**src/hdl/cea_pkg.sv**
```systemverilog
// Shared widths, operation codes, lane type and saturation for the complex ALU.
package cea_pkg;

  localparam int DW    = 32;
  localparam int FB    = 16;
  localparam int PW    = 2 * DW;
  localparam int SW    = PW + 1;
  localparam int XW    = SW + 1;
  localparam int DDW   = PW + 2;
  localparam int NW    = PW + FB + 3;
  localparam int HW    = NW - DW;
  localparam int NCELL = DW;

  typedef logic signed [DW-1:0] data_t;

  typedef enum logic [2:0] {
    F_ADD  = 3'd0,
    F_SUB  = 3'd1,
    F_MUL  = 3'd2,
    F_DIV  = 3'd3,
    F_NEG  = 3'd4,
    F_CONJ = 3'd5,
    F_SQR  = 3'd6
  } func_t;

  typedef struct packed {
    data_t v;
    logic  f;
  } sat_t;

  typedef struct packed {
    logic           is_div;
    logic           dz;
    logic           neg_re;
    logic           neg_im;
    logic           ovf_re;
    logic           ovf_im;
    logic [DDW-1:0] d;
    logic [DDW-1:0] r_re;
    logic [DDW-1:0] r_im;
    logic [DW-1:0]  x_re;
    logic [DW-1:0]  x_im;
    data_t          res_re;
    data_t          res_im;
    logic           sat;
  } lane_t;

  localparam data_t DMAX = {1'b0, {(DW-1){1'b1}}};
  localparam data_t DMIN = {1'b1, {(DW-1){1'b0}}};

  function automatic sat_t saturate(input logic signed [XW-1:0] x);
    sat_t s;
    logic signed [XW-1:0] mx;
    logic signed [XW-1:0] mn;
    mx = {{(XW-DW+1){1'b0}}, {(DW-1){1'b1}}};
    mn = {{(XW-DW+1){1'b1}}, {(DW-1){1'b0}}};
    if (x > mx) begin
      s.v = DMAX;
      s.f = 1'b1;
    end else if (x < mn) begin
      s.v = DMIN;
      s.f = 1'b1;
    end else begin
      s.v = x[DW-1:0];
      s.f = 1'b0;
    end
    return s;
  endfunction

endpackage

```
**src/hdl/cea_if.sv**
```systemverilog


interface cea_out_if;
  import cea_pkg::*;
  logic  valid;
  logic  ready;
  data_t res_re;
  data_t res_im;
  logic  div_zero;
  logic  saturated;
  modport source(output valid, res_re, res_im, div_zero, saturated, input ready);
  modport sink(input valid, res_re, res_im, div_zero, saturated, output ready);
endinterface

```
**src/hdl/cea_back.sv**
```systemverilog
// Output stage: quotient sign and saturation, zero-divisor override, result register.
module cea_back (
  input  logic           clk,
  input  logic           rst_n,
  input  cea_pkg::lane_t lane_i,
  input  logic           v_i,
  output logic           rdy_o,
  cea_out_if.source      out_ch
);
  import cea_pkg::*;

  function automatic sat_t fin(input logic [DW-1:0] q, input logic neg, input logic ovf);
    sat_t s;
    if (!neg) begin
      if (ovf || q[DW-1]) begin
        s.v = DMAX;
        s.f = 1'b1;
      end else begin
        s.v = q;
        s.f = 1'b0;
      end
    end else begin
      if (ovf || (q > DMIN)) begin
        s.v = DMIN;
        s.f = 1'b1;
      end else begin
        s.v = -q;
        s.f = 1'b0;
      end
    end
    return s;
  endfunction

  sat_t  q_re, q_im;
  logic  v_r;
  data_t re_r, im_r, re_nxt, im_nxt;
  logic  dz_r, sat_r, dz_nxt, sat_nxt;

  assign rdy_o = !v_r || out_ch.ready;

  always_comb begin
    q_re    = fin(lane_i.x_re, lane_i.neg_re, lane_i.ovf_re);
    q_im    = fin(lane_i.x_im, lane_i.neg_im, lane_i.ovf_im);
    re_nxt  = lane_i.res_re;
    im_nxt  = lane_i.res_im;
    dz_nxt  = 1'b0;
    sat_nxt = lane_i.sat;
    if (lane_i.is_div) begin
      if (lane_i.dz) begin
        re_nxt  = '0;
        im_nxt  = '0;
        dz_nxt  = 1'b1;
        sat_nxt = 1'b0;
      end else begin
        re_nxt  = q_re.v;
        im_nxt  = q_im.v;
        sat_nxt = q_re.f || q_im.f;
      end
    end
  end

  always_ff @(posedge clk) begin
    if (!rst_n) begin
      v_r <= 1'b0;
    end else if (rdy_o) begin
      v_r <= v_i;
    end
    if (rdy_o && v_i) begin
      re_r  <= re_nxt;
      im_r  <= im_nxt;
      dz_r  <= dz_nxt;
      sat_r <= sat_nxt;
    end
  end

  assign out_ch.valid     = v_r;
  assign out_ch.res_re    = re_r;
  assign out_ch.res_im    = im_r;
  assign out_ch.div_zero  = dz_r;
  assign out_ch.saturated = sat_r;

endmodule
```
**src/flat_wrapper.sv**
```systemverilog
// flat-port wrapper written by rule: the top's interface ports become plain ports
module cea_back_flat import cea_pkg::*;
  (clk, rst_n, lane_i, v_i, rdy_o, out_ch_valid, out_ch_res_re, out_ch_res_im, out_ch_div_zero, out_ch_saturated, out_ch_ready);
  cea_out_if out_ch_i ();
  input  logic clk;
  input  logic rst_n;
  input  cea_pkg::lane_t lane_i;
  input  logic v_i;
  output logic rdy_o;
  output wire logic [$bits(out_ch_i.valid)-1:0] out_ch_valid;
  output wire logic [$bits(out_ch_i.res_re)-1:0] out_ch_res_re;
  output wire logic [$bits(out_ch_i.res_im)-1:0] out_ch_res_im;
  output wire logic [$bits(out_ch_i.div_zero)-1:0] out_ch_div_zero;
  output wire logic [$bits(out_ch_i.saturated)-1:0] out_ch_saturated;
  input wire logic [$bits(out_ch_i.ready)-1:0] out_ch_ready;
  assign out_ch_valid = out_ch_i.valid;
  assign out_ch_res_re = out_ch_i.res_re;
  assign out_ch_res_im = out_ch_i.res_im;
  assign out_ch_div_zero = out_ch_i.div_zero;
  assign out_ch_saturated = out_ch_i.saturated;
  assign out_ch_i.ready = out_ch_ready;
  cea_back u_core (.clk(clk), .rst_n(rst_n), .lane_i(lane_i), .v_i(v_i), .rdy_o(rdy_o), .out_ch(out_ch_i));
endmodule
```
**config.mk**
```make
export PLATFORM = sky130hd
export DESIGN_NAME = cea_back_flat
export DESIGN_NICKNAME = d
export VERILOG_FILES = /design/src/hdl/cea_pkg.sv /design/src/hdl/cea_if.sv /design/src/hdl/cea_back.sv /design/src/flat_wrapper.sv
export SDC_FILE = /design/constraint.sdc
export NUM_CORES = 1
export LEC_CHECK = 0
export ABC_AREA = 1
export BUFFER_PORTS_ARGS = -buffer_cell sky130_fd_sc_hd__buf_2
export CORE_AREA = 4 4 154 156
export CTS_CLUSTER_SIZE = 10
export DETAILED_ROUTE_END_ITERATION = 8
export DIE_AREA = 0 0 158 160
export GPL_TIMING_DRIVEN = 0
export MAX_ROUTING_LAYER = met4
export PLACE_DENSITY = 0.5
export SLEW_MARGIN = 40
export SYNTH_ARGS = -nofsm -noshare
export SYNTH_HDL_FRONTEND = slang
export SYNTH_SLANG_ARGS = --single-unit
```
**constraint.sdc**
```tcl
create_clock -name clk -period 8.25 [get_ports clk]
set_clock_uncertainty 0.15 [all_clocks]
set_input_delay 0.825 -clock clk [delete_from_list [all_inputs] [get_ports clk]]
set_output_delay 0.825 -clock clk [all_outputs]
set_load 0.01 [all_outputs]
```
==> flow_summary.toml, run 1 <==
[clock_network]
clkSinkCount = 67
cts_resized = 0
cts_setup_buffers = 0
clkLatencyLatePin_ps = 350
ctsLongestPathBuffers = 2
postCtsHoldBufs = 0
cts_tree = "yes"
clkTransAtPathRegs_ps = 60
htreeDepth = 3
cts_made_buffers = 9
cts_root_buf = "clkbuf_16"

[setup_path]
crit_buf_inv = 2
slowest_delay_ps = 240
rrSetupSlack_ps = 6480
cp_cell_sequence = "buf_2, inv_1, ha_1, nand3_2, nor2_4, nand2_2, nor2_4, nand3_2, nand2_1, nand3_1, nand2_1, nand2_1"
worstRegToRegCells = 3
path_delay_family = "simple AND/OR/NAND/NOR gates"
path_class = "in -> reg"
r2r-start = "u_core.out_ch.valid"
r2r_end = "u_core.out_ch.res_im[22]"
cp.required_ps = 8190
crit_path_top_delay_cell = "ha_1"
crit_fanout = 6
arrival_ps = 2470
end_kind = "flip-flop"
crit_top_cell = "nand2_1"
critPathLaunchType = "input port"

[detailed_routing]
ant_nets = 0
drc_errors = 0
vias = 6424
wl_per_cell_um = 17.4
firstDrtPassIters = 5
wl_um = 23100
drt_iter0_drc = 326
via_per_inst = 4.83

[logic_synthesis]
syn_nets = 1159
synth-main-ff-cell = "edfxtp_1"
synth_area_um2 = 5480
synth_edf_count = 66
synth_top_area_frac = 0.362
synth_area_leaders = "edfxtp_1 (36%), nand2_1 (19%), nand3_1 (9.3%)"
async_flop_share = 0
ys_types = 37
synthCells = 820
syn_avg_cell_area_um2 = 6.68
synth.largest_area_cell = "edfxtp_1"
ys_seq_area_frac = 0.365
synth-seq-cells = 67
yosysWarnings = 0

[placement]
numPortBuffers = 205
gp_congestion = 0.922
place_hpwl_um = 18700

[global_routing]
grt_pass1_vias = 6356
antenna_found_initial = 0
grt_pass1_wl_um = 34600
grt_use_total = 0.182
grt_max_degree = 19
overflow = 0

[floorplanning]
fp.dieArea_um2 = 25300
io_pins = 405
rows = 55
initial_core_util = 0.245
die_y_um = 160
fp.coreArea_um2 = 22400
die_x_um = 158

[pwr]
ir_worst_vdd_mv = 0.0807
powerDensity_nw_per_um2 = 142
p_leak_nw = 3.35

[final_layout]
nets = 1379
n_antenna_cell = 0
fillers = 2502
final_common_cell = "nand2_1"
multi_input_area_um2 = 3090
area_growth_pct = 31.6
layout-drive-gt1-share = 0.262
register_area_um2 = 2000
final_cell_mix = "nand2_1 (279), buf_2 (211), nand3_1 (102)"

[sta]
slew_headroom = 0.540
rsz0062_at_grt = "no"
fmax_mhz = 395
setup_violations = 0
fin_crit_ps = 2530
worst_hold_slack_ps = 400
finalHoldViolations = 0
fin_crit_sh = 0.307
finalSetupTns_ps = 0
worst_pin_slew_ps = 688
slew_violations = 0

[min_path]
min_to = "u_core.out_ch.valid"
worstHoldPathType = "reg -> reg"
min_from = "u_core.out_ch.valid"
min_path_cells = 2

[status]
outcome = "completed"

[job]
drv_cap = 0
[power breakdown]
group,switching [W],internal (W)
Combinational,0.000154,0.0000867
Sequential,0.00000647,0.000406
Clock,0.000163,0.000211
[worst max path at each step]
| stage | from | endpoint | slack (ps) | cells after the start |
|---|---|---|---|---|
| 2_1_floorplan | v_i | u_core.out_ch.div_zero | 3520 | 2 |
| 5_1_grt | lane_i[332] | u_core.out_ch.res_re[25] | 5550 | 9 |
| 3_5_place_dp | lane_i[332] | u_core.out_ch.res_re[25] | 5360 | 9 |
| 4_1_cts | lane_i[332] | u_core.out_ch.res_re[25] | 5720 | 9 |
| 6_report | lane_i[65] | u_core.out_ch.res_im[31] | 5720 | 12 |
| 3_3_place_gp | out_ch_ready | u_core.out_ch.res_im[21] | 1230 | 3 |
[worst min-delay path, delay by kind of cell (launching register included)]
family	cells	cell delay, ps
simple gates	1	90
flops	1	350
compound gates	1	70
[kinds of logic (layout without fill, tap and decap cells)]
logic type / Yosys count / count (layout) / share of synthesized area
xor+xnor: 5 / 5 / 0.00799
flops: 67 / 67 / 0.365
compound gates: 111 / 111 / 0.111
simple gates: 541 / 541 / 0.437
fa+ha+maj: 2 / 2 / 0.00457
buf+inv: 94 / 319 / 0.0735
[layer usage]
metal,share of wire,GRT usage,vias up
met5,0,-,-
met4,0.023,0.0578,0
met3,0.080,0.0366,37
met2,0.42,0.268,303
met1,0.47,0.251,2900
li1,-,-,3184
[metrics by stage]
stage,power (W),instances,util,area [um^2],worst slack [ps]
5_1_grt,0.00108,1330,0.323,7210,5550
4_1_cts,0.00104,1330,0.323,7210,5720
3_3_place_gp,0.000658,1310,0.307,6860,1230
6_report,0.00103,1330,0.323,7210,5720
2_1_floorplan,0.000543,820,-,5480,3520
3_5_place_dp,0.000660,1314,0.311,6950,5360
[cell usage after synthesis, types with 6 or more instances]
master	instances
a21oi_1	24
a31oi_1	18
buf_2	6
clkbuf_1	18
edfxtp_1	66
inv_1	61
nand2_1	279
nand3_1	102
nand3_2	8
nand4_1	14
nor2_1	100
nor2_2	13
nor2_4	8
o21ai_0	56
[layout make-up]
cell class | instances | area share
clock buffer | 13 | 0.0347
sequential | 67 | 0.278
tap | 285 | 0.0494
clock inverter | 3 | 0.00208
buffer | 30 | 0.0220
timing repair buffer | 209 | 0.152
inverter | 64 | 0.0340
multi-input combinational | 659 | 0.428
[sequential cells by signal, indices dropped and copies added (netlist names)]
register,flops
u_core.out_ch.res_re,32
u_core.out_ch.div_zero,1
u_core.out_ch.valid,1
u_core.out_ch.saturated,1
u_core.out_ch.res_im,32
No activity file was read; power rests on OpenSTA's default activity.
==> run 2, diff against run 1 <==
- CORE_AREA: 4 4 154 156 -> 4 4 153 155
- DIE_AREA: 0 0 158 160 -> 0 0 157 159
- PLACE_DENSITY: 0.5 -> 0.53
- clock period: 8.25 -> 2.15 ns (I/O delays scaled with it)
==> flow_summary.toml, run 2 (synthesized netlist as in run 1, its figures left out) <==
[status]
outcome = "completed"

[final_layout]
layout-drive-gt1-share = 0.253
final_cell_mix = "nand2_1 (279), buf_2 (211), nand3_1 (102)"
area_growth_pct = 39.9
final_util = 0.351
multi_input_area_um2 = 3090
nets = 1425
fillers = 2389
register_area_um2 = 2000
final_common_cell = "nand2_1"
stdcell_count = 1373

[global_routing]
grt_max_degree = 18
overflow = 0
grt_pass1_wl_um = 35800
met3_usage = 0.0446
grt_use_total = 0.188
met1_usage = 0.243
met2_usage = 0.300
top_usage_layer = "met2"
grt_pass1_vias = 6512
antenna_found_initial = 1

[floorplanning]
die_x_um = 157
die_y_um = 159
initial_core_util = 0.251
rows = 54
io_pins = 405
fp.dieArea_um2 = 25000
fp.coreArea_um2 = 21800

[placement]
preCtsSetupSlack_ps = -261
placedCellCount = 1309
numPortBuffers = 205
gp_congestion = 0.919
place_hpwl_um = 18500

[setup_path]
end_kind = "flip-flop"
crit_fanout = 10
path_class = "in -> reg"
arrival_ps = 2060
critPathLaunchType = "input port"
cp.required_ps = 2210

[job]
drv_cap = 0

[detailed_routing]
via_per_inst = 4.81
drt_iter0_drc = 515
drc_errors = 0
wl_per_cell_um = 17.1
firstDrtPassIters = 6
ant_nets = 0
wl_um = 23500
vias = 6598

[clock_network]
cts_root_buf = "clkbuf_16"
clkSinkCount = 67
cts_setup_buffers = 0
clkLatencyLatePin_ps = 330
ctsLongestPathBuffers = 2
clkTransAtPathRegs_ps = 60
cts_tree = "yes"
cts_made_buffers = 9
htreeDepth = 3

[sta]
slew_headroom = 0.523
rsz0062_at_grt = "no"
finalHoldViolations = 0
fin_crit_sh = 0.928
slew_violations = 0
setup_slack_ps = 154
worst_pin_slew_ps = 712
fmax_mhz = 501
setup_violations = 0
fin_crit_ps = 2000

[pwr]
ir_worst_vdd_mv = 0.316
powerDensity_nw_per_um2 = 518
p_total_w = 0.00397
p_leak_nw = 3.53

[min_path]
worstHoldPathType = "in -> reg"
[run 2: cell types whose count changed in the layout (fill, tap and decap cells not counted)]
cell	delta
buf_16	-1
buf_8	+1
clkbuf_1	-3
clkbuf_8	-1
clkinv_1	+1
clkinv_2	-1
clkinv_4	+1
clkinvlp_4	+3
diode_2	+2
dlygate4sd3_1	+46
[run 2: what timing repair did]
| item | CTS | global route |
|---|---|---|
| hold buffers | 46 | 0 |
| gates resized for setup | 0 | 0 |
| endpoints found under the hold margin | 45 | 0 |
[run 2: path summary, 6_finish.rpt]
check	startpoint	endpoint	slack (ps)	cells past startpoint
worst min-delay path	lane_i[63]	u_core.out_ch.res_re[30]	10	3
worst max register to register	u_core.out_ch.valid	u_core.out_ch.res_re[2]	490	3
worst max-delay path	lane_i[332]	u_core.out_ch.res_re[11]	150	9
worst min register to register	u_core.out_ch.valid	u_core.out_ch.valid	400	2
[run 2: worst max-delay path, stage by stage]
cell and delay [ps]:
buf_2 90, inv_1 70, nor2_2 480, inv_1 140
buf_2 250, buf_1 320, a21oi_1 290, nand2_1 130
nand2_1 70
[run 2: per-stage QoR]
| step | hold slack, ps | area [um^2] | TNS (ps) |
|---|---|---|---|
| after floorplan | 219 | 5490 | 0 |
| after global placement | 323 | 6870 | -39920 |
| after detailed placement | 325 | 6930 | -2560 |
| after CTS | 0.116 | 7660 | 0 |
| after global routing | 14.2 | 7660 | 0 |
| final | 13.1 | 7660 | 0 |
[run 2: power by group]
part | total [W] | switching [W] | internal [W]
clock | 0.00141 | 0.000635 | 0.000775
sequential | 0.00158 | 0.0000247 | 0.00156
combinational | 0.000981 | 0.000597 | 0.000384
total | 0.00397 | 0.00126 | 0.00272
[run 2: per-layer routing]
layer | routed length, um | vias up
li1 | - | 3293
met1 | 10300 | 2954
met2 | 10700 | 331
met3 | 2240 | 20
met4 | 214 | 0
met5 | 0 | -
[run 2: area by class of cell]
type / count / share of cell area
multi-input cells: 659 / 0.403
flip-flops and latches: 67 / 0.261
diodes: 2 / 0.000653
well taps: 280 / 0.0457
inverters: 64 / 0.0320
repair buffers: 255 / 0.202
clock inverters: 7 / 0.00588
clock buffers: 9 / 0.0294
plain buffers: 30 / 0.0207
