$ cat config.mk
export PLATFORM = sky130hd
export DESIGN_NAME = cea_div_cell
export DESIGN_NICKNAME = d
export VERILOG_FILES = /design/src/hdl/cea_pkg.sv /design/src/hdl/cea_div_cell.sv
export SDC_FILE = /design/constraint.sdc
export NUM_CORES = 1
export LEC_CHECK = 0
export BUFFER_PORTS_ARGS = -buffer_cell sky130_fd_sc_hd__buf_2
export CAP_MARGIN = 10
export CORE_AREA = 8 8 258 260
export DETAILED_ROUTE_END_ITERATION = 7
export DIE_AREA = 0 0 266 268
export PLACE_DENSITY = 0.64
export SETUP_SLACK_MARGIN = 0.02
export SLEW_MARGIN = 20
export SYNTH_ARGS = -nofsm -noshare
export SYNTH_HDL_FRONTEND = slang
export SYNTH_SLANG_ARGS = --single-unit
$ cat constraint.sdc
create_clock -name clk -period 11.7 [get_ports clk]
set_input_delay 2.34 -clock clk [delete_from_list [all_inputs] [get_ports clk]]
set_output_delay 2.34 -clock clk [all_outputs]
set_load 0.03 [all_outputs]
$ cat src/hdl/cea_pkg.sv
// Shared widths, operation codes, lane type and saturation for the complex ALU.
package cea_pkg;

  localparam int DW    = 32;
  localparam int FB    = 16;
  localparam int PW    = 2 * DW;
  localparam int SW    = PW + 1;
  localparam int XW    = SW + 1;
  localparam int DDW   = PW + 2;
  localparam int NW    = PW + FB + 3;
  localparam int HW    = NW - DW;
  localparam int NCELL = DW;

  typedef logic signed [DW-1:0] data_t;

  typedef enum logic [2:0] {
    F_ADD  = 3'd0,
    F_SUB  = 3'd1,
    F_MUL  = 3'd2,
    F_DIV  = 3'd3,
    F_NEG  = 3'd4,
    F_CONJ = 3'd5,
    F_SQR  = 3'd6
  } func_t;

  typedef struct packed {
    data_t v;
    logic  f;
  } sat_t;

  typedef struct packed {
    logic           is_div;
    logic           dz;
    logic           neg_re;
    logic           neg_im;
    logic           ovf_re;
    logic           ovf_im;
    logic [DDW-1:0] d;
    logic [DDW-1:0] r_re;
    logic [DDW-1:0] r_im;
    logic [DW-1:0]  x_re;
    logic [DW-1:0]  x_im;
    data_t          res_re;
    data_t          res_im;
    logic           sat;
  } lane_t;

  localparam data_t DMAX = {1'b0, {(DW-1){1'b1}}};
  localparam data_t DMIN = {1'b1, {(DW-1){1'b0}}};

  function automatic sat_t saturate(input logic signed [XW-1:0] x);
    sat_t s;
    logic signed [XW-1:0] mx;
    logic signed [XW-1:0] mn;
    mx = {{(XW-DW+1){1'b0}}, {(DW-1){1'b1}}};
    mn = {{(XW-DW+1){1'b1}}, {(DW-1){1'b0}}};
    if (x > mx) begin
      s.v = DMAX;
      s.f = 1'b1;
    end else if (x < mn) begin
      s.v = DMIN;
      s.f = 1'b1;
    end else begin
      s.v = x[DW-1:0];
      s.f = 1'b0;
    end
    return s;
  endfunction

endpackage

$ cat src/hdl/cea_div_cell.sv
// One divider cell: develops one quotient bit of both parts and passes the lane on.
module cea_div_cell (
  input  logic           clk,
  input  logic           rst_n,
  input  cea_pkg::lane_t lane_i,
  input  logic           v_i,
  output logic           rdy_o,
  output cea_pkg::lane_t lane_o,
  output logic           v_o,
  input  logic           rdy_i
);
  import cea_pkg::*;

  logic [DDW:0] t_re, t_im, dx;
  logic         ge_re, ge_im;
  lane_t        lane_nxt, lane_r;
  logic         v_r;

  assign rdy_o = !v_r || rdy_i;

  always_comb begin
    lane_nxt      = lane_i;
    dx            = {1'b0, lane_i.d};
    t_re          = {lane_i.r_re, lane_i.x_re[DW-1]};
    t_im          = {lane_i.r_im, lane_i.x_im[DW-1]};
    ge_re         = t_re >= dx;
    ge_im         = t_im >= dx;
    lane_nxt.r_re = ge_re ? DDW'(t_re - dx) : t_re[DDW-1:0];
    lane_nxt.r_im = ge_im ? DDW'(t_im - dx) : t_im[DDW-1:0];
    lane_nxt.x_re = {lane_i.x_re[DW-2:0], ge_re};
    lane_nxt.x_im = {lane_i.x_im[DW-2:0], ge_im};
  end

  always_ff @(posedge clk) begin
    if (!rst_n) begin
      v_r <= 1'b0;
    end else if (rdy_o) begin
      v_r <= v_i;
    end
    if (rdy_o && v_i) begin
      lane_r <= lane_nxt;
    end
  end

  assign lane_o = lane_r;
  assign v_o    = v_r;

endmodule

==> metrics.yaml, run 1 <==
worstReg2RegStart: "v_o"
seq_area_frac_synth_pct: 50.86
clock_sinks: 334
outcome: "complete, no violations"
maxSlewViolCount: 0
p_sw_mw: 1.297
tns_ns: 0
sequentialPowerShare_pct: 38.6
dpl_cell_area_mm2: 0.02381
synthToLayoutAreaGrowth_pct: 27.91
fin_crit_sh_pct: 59.06
hold_start: "v_o"
switching_share_pct: 33.52
power.combinational.fraction_pct: 27.7
grt.total_usage_pct: 22.06
syn_area_mm2: 0.01970
vias: 17600
power_density_mw_per_mm2: 153.5
dr.first_iter.drc_count: 1421
clock_path_buffers: 3
r2r_cells: 4
initial_core_util_pct: 31.58
period_minus_slack_ns: 6.911
power.share.clock_pct: 33.8
synth-edff-count: 333
synth_top_area_share_pct: 50.76
whs_ns: 0.5267
grt_overflow: 0
intPower_mw: 2.572
die_w_um: 266
holdPathStages: 2
fmax_mhz: 144.7
detail-route-antenna-nets: 0
final_common_cell: "buf_2"
dp_hpwl_um: 69650
synth.largest_area_cell: "edfxtp_1"
regToRegEndpoint: "lane_o[267]"
cts_hold_buf: 0
synth.net_count: 2326
pin_count: 672
drc: 0
hold_path_class: "reg -> reg"
required_ns: 12.01
fillers: 6219
final_net_count: 2966
grt_pass1_vias: 17701
wl_per_cell_um: 24.66
cts_tree: "done"
rsz0062_at_grt: "no"
synth_seq_cells: 334
finalWeightedCongestion: 0.9023
grt_pass1_wl_um: 118300
setup_ws_ns: 4.789
place_ws_ns: 4.255
io_buffers: 671
hold_viol_final: 0
core.rowCount: 92
cts-htree-levels: 2
ctsRootBufferMaster: "clkbuf_16"
cts_buffers: 41
crit_arrival_ns: 7.23
layout_common_cells: "buf_2 (671), edfxtp_1 (333), a21oi_1 (253)"
finClkSkew_ns: 0.01222
core_mm2: 0.06239
netlist_instances: 1855
syn-mean-instance-area_um2: 10.62
cts_setup_buffers: 0
die_h_um: 268
totalWireLength_um: 83410
final_layout_size_suffix_gt1_share_pct: 31.45
criticalPathCategory: "in -> reg"
synth_area_leaders: "edfxtp_1 (51%), ha_1 (8.4%), a21oi_1 (6.4%)"
synth-warning-count: 0
slew-limit-headroom_pct: 22.51
viasPerCell: 5.204
antenna_found_initial: 24
start_kind: "input pin"
cts.repair.resized: 0
ir_drop_v: 0.0001100
endpoint_kind: "flip-flop"
path_clk_slew_ns: 0.06
clock_latency_ns: 0.56
r2r_slack_ns: 8.57
setup_viol: 0
hold_end: "v_o"
async_flop_share_pct: 0
grt_max_degree: 92
power_leakage_nw: 10.84
firstDrtPassIters: 5
synthFlopType: "edfxtp_1"
dieArea_mm2: 0.07129
maxCapViolCount: 0
fin_area_mm2: 0.02520
worst_slew_pin_slew_ns: 1.159
ys_types: 76
path_max_fanout: 3
## sequential cells by signal, indices dropped and copies added, names as in the netlist
| name | flops |
|---|---|
| lane_o | 333 |
| v_o | 1 |
## worst max path at each step
| stage | end | slack [ns] | cells past startpoint | startpoint |
|---|---|---|---|---|
| 3_3_place_gp | lane_o[191] | 4.38 | 16 | lane_i[96] |
| 6_report | lane_o[191] | 4.79 | 16 | lane_i[96] |
| 3_5_place_dp | lane_o[191] | 4.25 | 16 | lane_i[96] |
| 2_1_floorplan | lane_o[0] | 0.72 | 2 | rdy_i |
| 5_1_grt | lane_o[191] | 4.45 | 16 | lane_i[96] |
| 4_1_cts | lane_o[191] | 4.82 | 16 | lane_i[96] |
## cell type report
cell class                      count  area (um2)  share of cell area (%)
Antenna cell                       11       27.53                  0.1092
Clock buffer                       50        1081                   4.290
Clock inverter                     23       276.5                   1.097
Inverter                          106       397.9                   1.579
Multi-Input combinational cell   1332        8910                   35.36
Sequential cell                   334       10020                   39.76
Tap cell                          846        1059                   4.200
Timing Repair Buffer              680        3430                   13.61
## layer usage
metal  share of wire, %  global-route usage [%]  up-vias
li1                   -                       -     8196
met1                 39                   25.93     8459
met2                 50                   39.22      793
met3                8.0                   6.047      136
met4                2.8                   6.313       16
met5               0.13                       0        -
## cells in the mapped netlist, drive strengths merged, types with 11 or more instances
library cell  instances
a21o                 56
a21oi               254
a31oi                17
and3                 18
buf                  20
clkbuf               63
edfxtp              333
ha                  132
inv                 106
mux2                 36
nand2               116
nand2b               13
nand3                23
nand4                46
nor2                177
nor2b                11
nor3                 23
o21a                 14
o21ai               109
o21bai               27
o31ai                11
xnor2                71
xor2                 50
## stage by stage
stage               utilization, %  power [mW]  std cells
floorplan                        -       2.231       1855
global placement             38.17       2.571       3298
detailed placement           38.17       2.579       3298
CTS                          40.34       3.905       3371
global route                 40.38       4.026       3378
finish                       40.39       3.868       3382
## critical path, cell delays in order
cell and delay, ns:
buf_2 0.11, inv_1 0.05, ha_1 0.19, inv_1 0.06
fa_1 0.43, a211oi_1 0.25, o21ai_0 0.20, o2bb2ai_1 0.27
a2111oi_0 0.90, nor2_1 0.29, a2111oi_1 1.05, o31ai_1 0.29
nand4_1 0.23, o21ai_0 0.14, xor2_1 0.15, mux2_4 0.26
## power groups by stage
stage	clock [mW]	combinational, mW	sequential (mW)
floorplan	0	0.494	1.74
global placement	0	1.06	1.52
detailed placement	0	1.06	1.52
CTS	1.34	1.07	1.49
global route	1.38	1.15	1.50
finish	1.31	1.07	1.49
## logic make-up after synthesis
kind of cell / count (synthesis) / synth area share, %
compound gates: 567 / 17.47
xor+xnor: 121 / 5.379
fa+ha+maj: 134 / 8.586
buf+inv: 189 / 4.052
flops: 334 / 50.86
mux: 38 / 2.426
simple gates: 472 / 11.23
Power figures use the tool's default switching activity.
==> run 2, diff against run 1 <==
- CORE_AREA: 8 8 258 260 -> 8 8 257 259
- DIE_AREA: 0 0 266 268 -> 0 0 265 267
- PLACE_DENSITY: 0.64 -> 0.66
- clock period: 11.7 -> 6.2 ns (I/O delays scaled with it)
==> metrics.yaml, run 2 (same netlist as run 1, synthesis figures left out) <==
setup_viol: 0
grt_pass1_vias: 17194
finClkSkew_ns: 0.02010
grt_overflow: 0
grt.total_usage_pct: 21.98
finalWeightedCongestion: 0.9330
largest_register_ffs: 333
criticalPathCategory: "in -> reg"
totalWireLength_um: 82690
final_layout_size_suffix_gt1_share_pct: 31.70
clock_latency_ns: 0.57
ctsRootBufferMaster: "clkbuf_16"
regArea_mm2: 0.01002
firstDrtPassIters: 8
path_clk_slew_ns: 0.06
fin_crit_sh_pct: 83.63
required_ns: 6.50
rsz0062_at_grt: "no"
initial_core_util_pct: 31.69
die_h_um: 267
tns_ns: 0
vias: 17140
crit_arrival_ns: 5.49
grt_pass1_wl_um: 116700
path_cells: "buf_2, inv_1, ha_1, a21oi_1, o211ai_1, a221o_1, or4b_1, a211oi_2, nor3_1, o31ai_4, o21ai_2, a41o_4, buf_12, mux2_4"
multiInputGateArea_mm2: 0.008910
final_common_cell: "buf_2"
hold_path_class: "reg -> reg"
hold_viol_final: 0
ir_drop_v: 0.0001997
fmax_mhz: 192.9
wl_per_cell_um: 24.76
place_ws_ns: 0.4361
viasPerCell: 5.132
dp_hpwl_um: 68890
power_leakage_nw: 10.93
slew-limit-headroom_pct: 44.47
critPathSlowestCell: "or4b_1"
detail-route-antenna-nets: 0
cts_tree: "done"
cts_setup_buffers: 0
dr.first_iter.drc_count: 1226
synthToLayoutAreaGrowth_pct: 28.34
pin_count: 672
final_net_count: 2979
worst_slew_pin_slew_ns: 0.8329
crit_family: "compound AO/OA/AOI/OAI gates"
drc: 0
clock_path_buffers: 3
die_w_um: 265
setup_ws_ns: 1.015
maxCapViolCount: 0
cts.repair.resized: 0
dieArea_mm2: 0.07076
start_kind: "input pin"
antenna_found_initial: 24
path_max_fanout: 76
core_mm2: 0.06216
period_minus_slack_ns: 5.185
outcome: "complete, no violations"
cts_hold_buf: 0
fillers: 6140
layout_common_cells: "buf_2 (671), edfxtp_1 (333), a21oi_1 (253)"
slowest_delay_ns: 0.63
io_buffers: 671
maxSlewViolCount: 0
utilization_pct: 40.68
grt_max_degree: 121
critPathBufInv: 3
endpoint_kind: "flip-flop"
clock_sinks: 334
cts-htree-levels: 2
cts_buffers: 41
core.rowCount: 92
power_density_mw_per_mm2: 288.1
## run 2: cell count changes in the layout (fill, tap and decap cells not counted)
cell,previous run,this run
buf_12,0,7
buf_4,8,15
buf_6,1,0
bufinv_16,4,5
clkbuf_8,0,1
clkinv_1,4,5
clkinv_2,4,6
diode_2,11,5
inv_16,1,0
inv_6,4,1
inv_8,3,0
## run 2: per-stage QoR
| step | hold WS, ns | cells | power (mW) | area [um2] |
|---|---|---|---|---|
| after floorplan | 0.8844 | 1855 | 4.189 | 19700 |
| after global placement | 0.5223 | 3264 | 4.896 | 23940 |
| after detailed placement | 0.5331 | 3264 | 4.894 | 23940 |
| after CTS | 0.5409 | 3335 | 7.358 | 25270 |
| after global routing | 0.5876 | 3337 | 7.592 | 25280 |
| final | 0.5463 | 3340 | 7.284 | 25290 |
## run 2: cell type report
type | instances | area share, %
clock buffer | 51 | 4.330
clock inverter | 20 | 0.9501
tap | 799 | 3.954
inverter | 106 | 1.574
timing repair buffer | 693 | 14.28
multi-input combinational | 1332 | 35.24
sequential | 334 | 39.63
antenna | 5 | 0.04948
## run 2: worst paths after layout
kind / startpoint / end / slack [ns] / depth (start not counted)
worst max-delay path: lane_i[297] / lane_o[154] / 1.02 / 14
worst min-delay path: v_o / v_o / 0.55 / 2
worst max register to register: v_o / lane_o[99] / 4.26 / 3
worst min register to register: v_o / v_o / 0.55 / 2
## run 2: tightest hold or removal path, stage by stage (launching register included)
cell	delay, ns
dfxtp_1	0.31
nand2b_1	0.10
a21boi_0	0.09
## run 2: layer usage
layer  wire (um)  GRT usage (%)  vias up
li1            -              -     8200
met1       33150          26.04     8187
met2       41350          39.70      632
met3        6845          6.586       97
met4        1204          3.404       24
met5         145              0        -
## run 2: power by group
group / total (mW) / leakage (nW) / internal (mW) / switching (mW)
Sequential: 2.80 / 3.22 / 2.75 / 0.0534
Clock: 2.43 / 0.652 / 1.46 / 0.973
Combinational: 2.05 / 7.06 / 0.686 / 1.36
Total: 7.28 / 10.9 / 4.90 / 2.39
==> run 3, diff against run 2 <==
- ABC_AREA: default -> 1
- CORE_AREA: 8 8 257 259 -> 8 8 252 254
- DIE_AREA: 0 0 265 267 -> 0 0 260 262
- PLACE_DENSITY: 0.66 -> 0.73
- clock period: 6.2 -> 5.4 ns (I/O delays scaled with it)
==> metrics.yaml, run 3 <==
detail-route-antenna-nets: 0
grt_pass1_wl_um: 154400
ctsRootBufferMaster: "clkbuf_16"
outcome: "complete, no violations"
synthToLayoutAreaGrowth_pct: 23.79
worst_slew_pin_slew_ns: 0.8829
clock_latency_ns: 0.56
synthTopCellsByCount: "nand2_1 (1,327), inv_1 (581), edfxtp_1 (333)"
fin_cells: 4765
dp_hpwl_um: 95520
power_leakage_nw: 15.52
place_ws_ns: 1.019
dpl_cell_area_mm2: 0.02788
numPlacedInstances: 4686
cts_tree: "done"
crit_arrival_ns: 4.11
firstDrtPassIters: 6
synth.largest_area_cell: "edfxtp_1"
regToRegEndpoint: "lane_o[141]"
core_mm2: 0.05957
fin_area_mm2: 0.02917
synth-warning-count: 0
synthMuxAreaShare_pct: 0
finClkSkew_ns: 0.01122
seq_area_frac_synth_pct: 42.52
dieArea_mm2: 0.06812
rsz0062_at_grt: "no"
totalWireLength_um: 110200
finalWeightedCongestion: 1.056
dr.first_iter.drc_count: 2603
holdPathStages: 2
syn-mean-instance-area_um2: 7.268
grt_max_degree: 94
synth_fa_ha_area_share_pct: 7.179
synth_area_leaders: "edfxtp_1 (42%), nand2_1 (21%), inv_1 (9.3%)"
antenna_found_initial: 8
synth_top_area_share_pct: 42.44
path_cells: "buf_2, ha_1, nand2_1, nor2_1, inv_1, nor2_4, nand3_1, nor3_1, nand2_1, nand2_1, nor2_1, nand2_4, buf_4, o21ai_0"
hold_path_class: "reg -> reg"
wl_per_cell_um: 23.14
period_minus_slack_ns: 3.851
final_net_count: 4415
path_clk_slew_ns: 0.06
maxSlewViolCount: 0
die_h_um: 262
power_density_mw_per_mm2: 292.1
synth-edff-count: 333
synth_top_family_by_area: "simple AND/OR/NAND/NOR gates"
final_layout_size_suffix_gt1_share_pct: 19.90
required_ns: 5.66
maxCapViolCount: 0
utilization_pct: 48.97
synth.net_count: 3713
setup_ws_ns: 1.549
syn_area_mm2: 0.02356
io_buffers: 671
critPathSlowestCell: "ha_1"
r2r_cells: 3
path_common_cell: "nand2_1"
final_common_cell: "nand2_1"
start_kind: "input pin"
worstReg2RegStart: "v_o"
slowest_delay_ns: 0.55
hold_end: "v_o"
layout_common_cells: "nand2_1 (1,327), buf_2 (671), inv_1 (579)"
ir_drop_v: 0.0003510
initial_core_util_pct: 39.55
fin_crit_sh_pct: 71.31
setup_viol: 0
path_max_fanout: 38
synthFlopType: "edfxtp_1"
clock_sinks: 334
pin_count: 672
fmax_mhz: 259.7
synth_compound_area_share_pct: 5.623
slew-limit-headroom_pct: 40.52
largest_register_ffs: 333
synth.most_common_cell: "nand2_1"
grt_pass1_vias: 23699
grt_overflow: 0
grt.total_usage_pct: 30.85
synth_seq_cells: 334
cts-htree-levels: 2
async_flop_share_pct: 0
endpoint_kind: "flip-flop"
viasPerCell: 5.140
whs_ns: 0.5450
criticalPathCategory: "in -> reg"
die_w_um: 260
cts_buffers: 38
clock_path_buffers: 3
cts_hold_buf: 0
hold_start: "v_o"
r2r_slack_ns: 3.41
cts_setup_buffers: 0
cts.repair.resized: 0
netlist_instances: 3242
drc: 0
synth-xor-area-share_pct: 2.453
vias: 24490
ys_types: 33
hold_viol_final: 0
critPathBufInv: 3
synthSimpleGateAreaFrac_pct: 31.81
crit_family: "simple AND/OR/NAND/NOR gates"
core.rowCount: 90
## run 3: cells by family (layout without fill, tap and decap cells)
kind of cell / after synthesis / count (layout)
adder cells (fa/ha/maj): 134 / 134
other: 0 / 9
XOR/XNOR: 66 / 66
AO/OA/AOI/OAI: 244 / 244
buffers and inverters: 620 / 1352
AND/OR/NAND/NOR: 1844 / 1844
flip-flops: 334 / 334
## run 3: report_power, final
group	total, mW	internal [mW]	switching, mW
Clock	2.65	1.55	1.10
Combinational	2.65	0.742	1.90
Sequential	3.22	3.15	0.0751
## run 3: how the worst max path moves through the flow
stage | start | to | slack, ns | cells after the start
finish | lane_i[224] | lane_o[195] | 1.55 | 14
global route | lane_i[279] | lane_o[197] | 1.42 | 17
CTS | lane_i[285] | lane_o[195] | 1.62 | 15
detailed placement | lane_i[285] | lane_o[195] | 1.02 | 15
global placement | lane_i[285] | lane_o[195] | 1.01 | 15
floorplan | rdy_i | lane_o[0] | -1.59 | 2
## run 3: worst min-delay path: stages (launching register included)
cell and delay [ns]:
dfxtp_1 0.34, nand2_1 0.09, a21boi_0 0.07
## run 3: metrics by stage
stage	setup TNS (ns)	total power, mW
floorplan	-528.09	4.935
global placement	0	5.886
detailed placement	0	5.886
CTS	0	8.555
global route	0	8.876
finish	0	8.520
## run 3: area by class of cell
cell class	count	area (um2)
antenna	9	22.52
clock buffer	44	973.4
clock inverter	26	292.8
fill	6093	30400
inverter	592	2230
multi-input combinational	2288	11100
sequential	334	10020
tap	782	978.4
timing repair buffer	690	3551
## run 3: layer usage
layer	global-route usage (%)	share of wire [%]	wire, um	vias to the layer above
met5	0	0.024	26	-
met3	6.192	9.0	9977	211
li1	-	-	-	11669
met4	13.05	4.7	5226	4
met2	54.01	48	53420	1226
met1	36.57	38	41600	11380
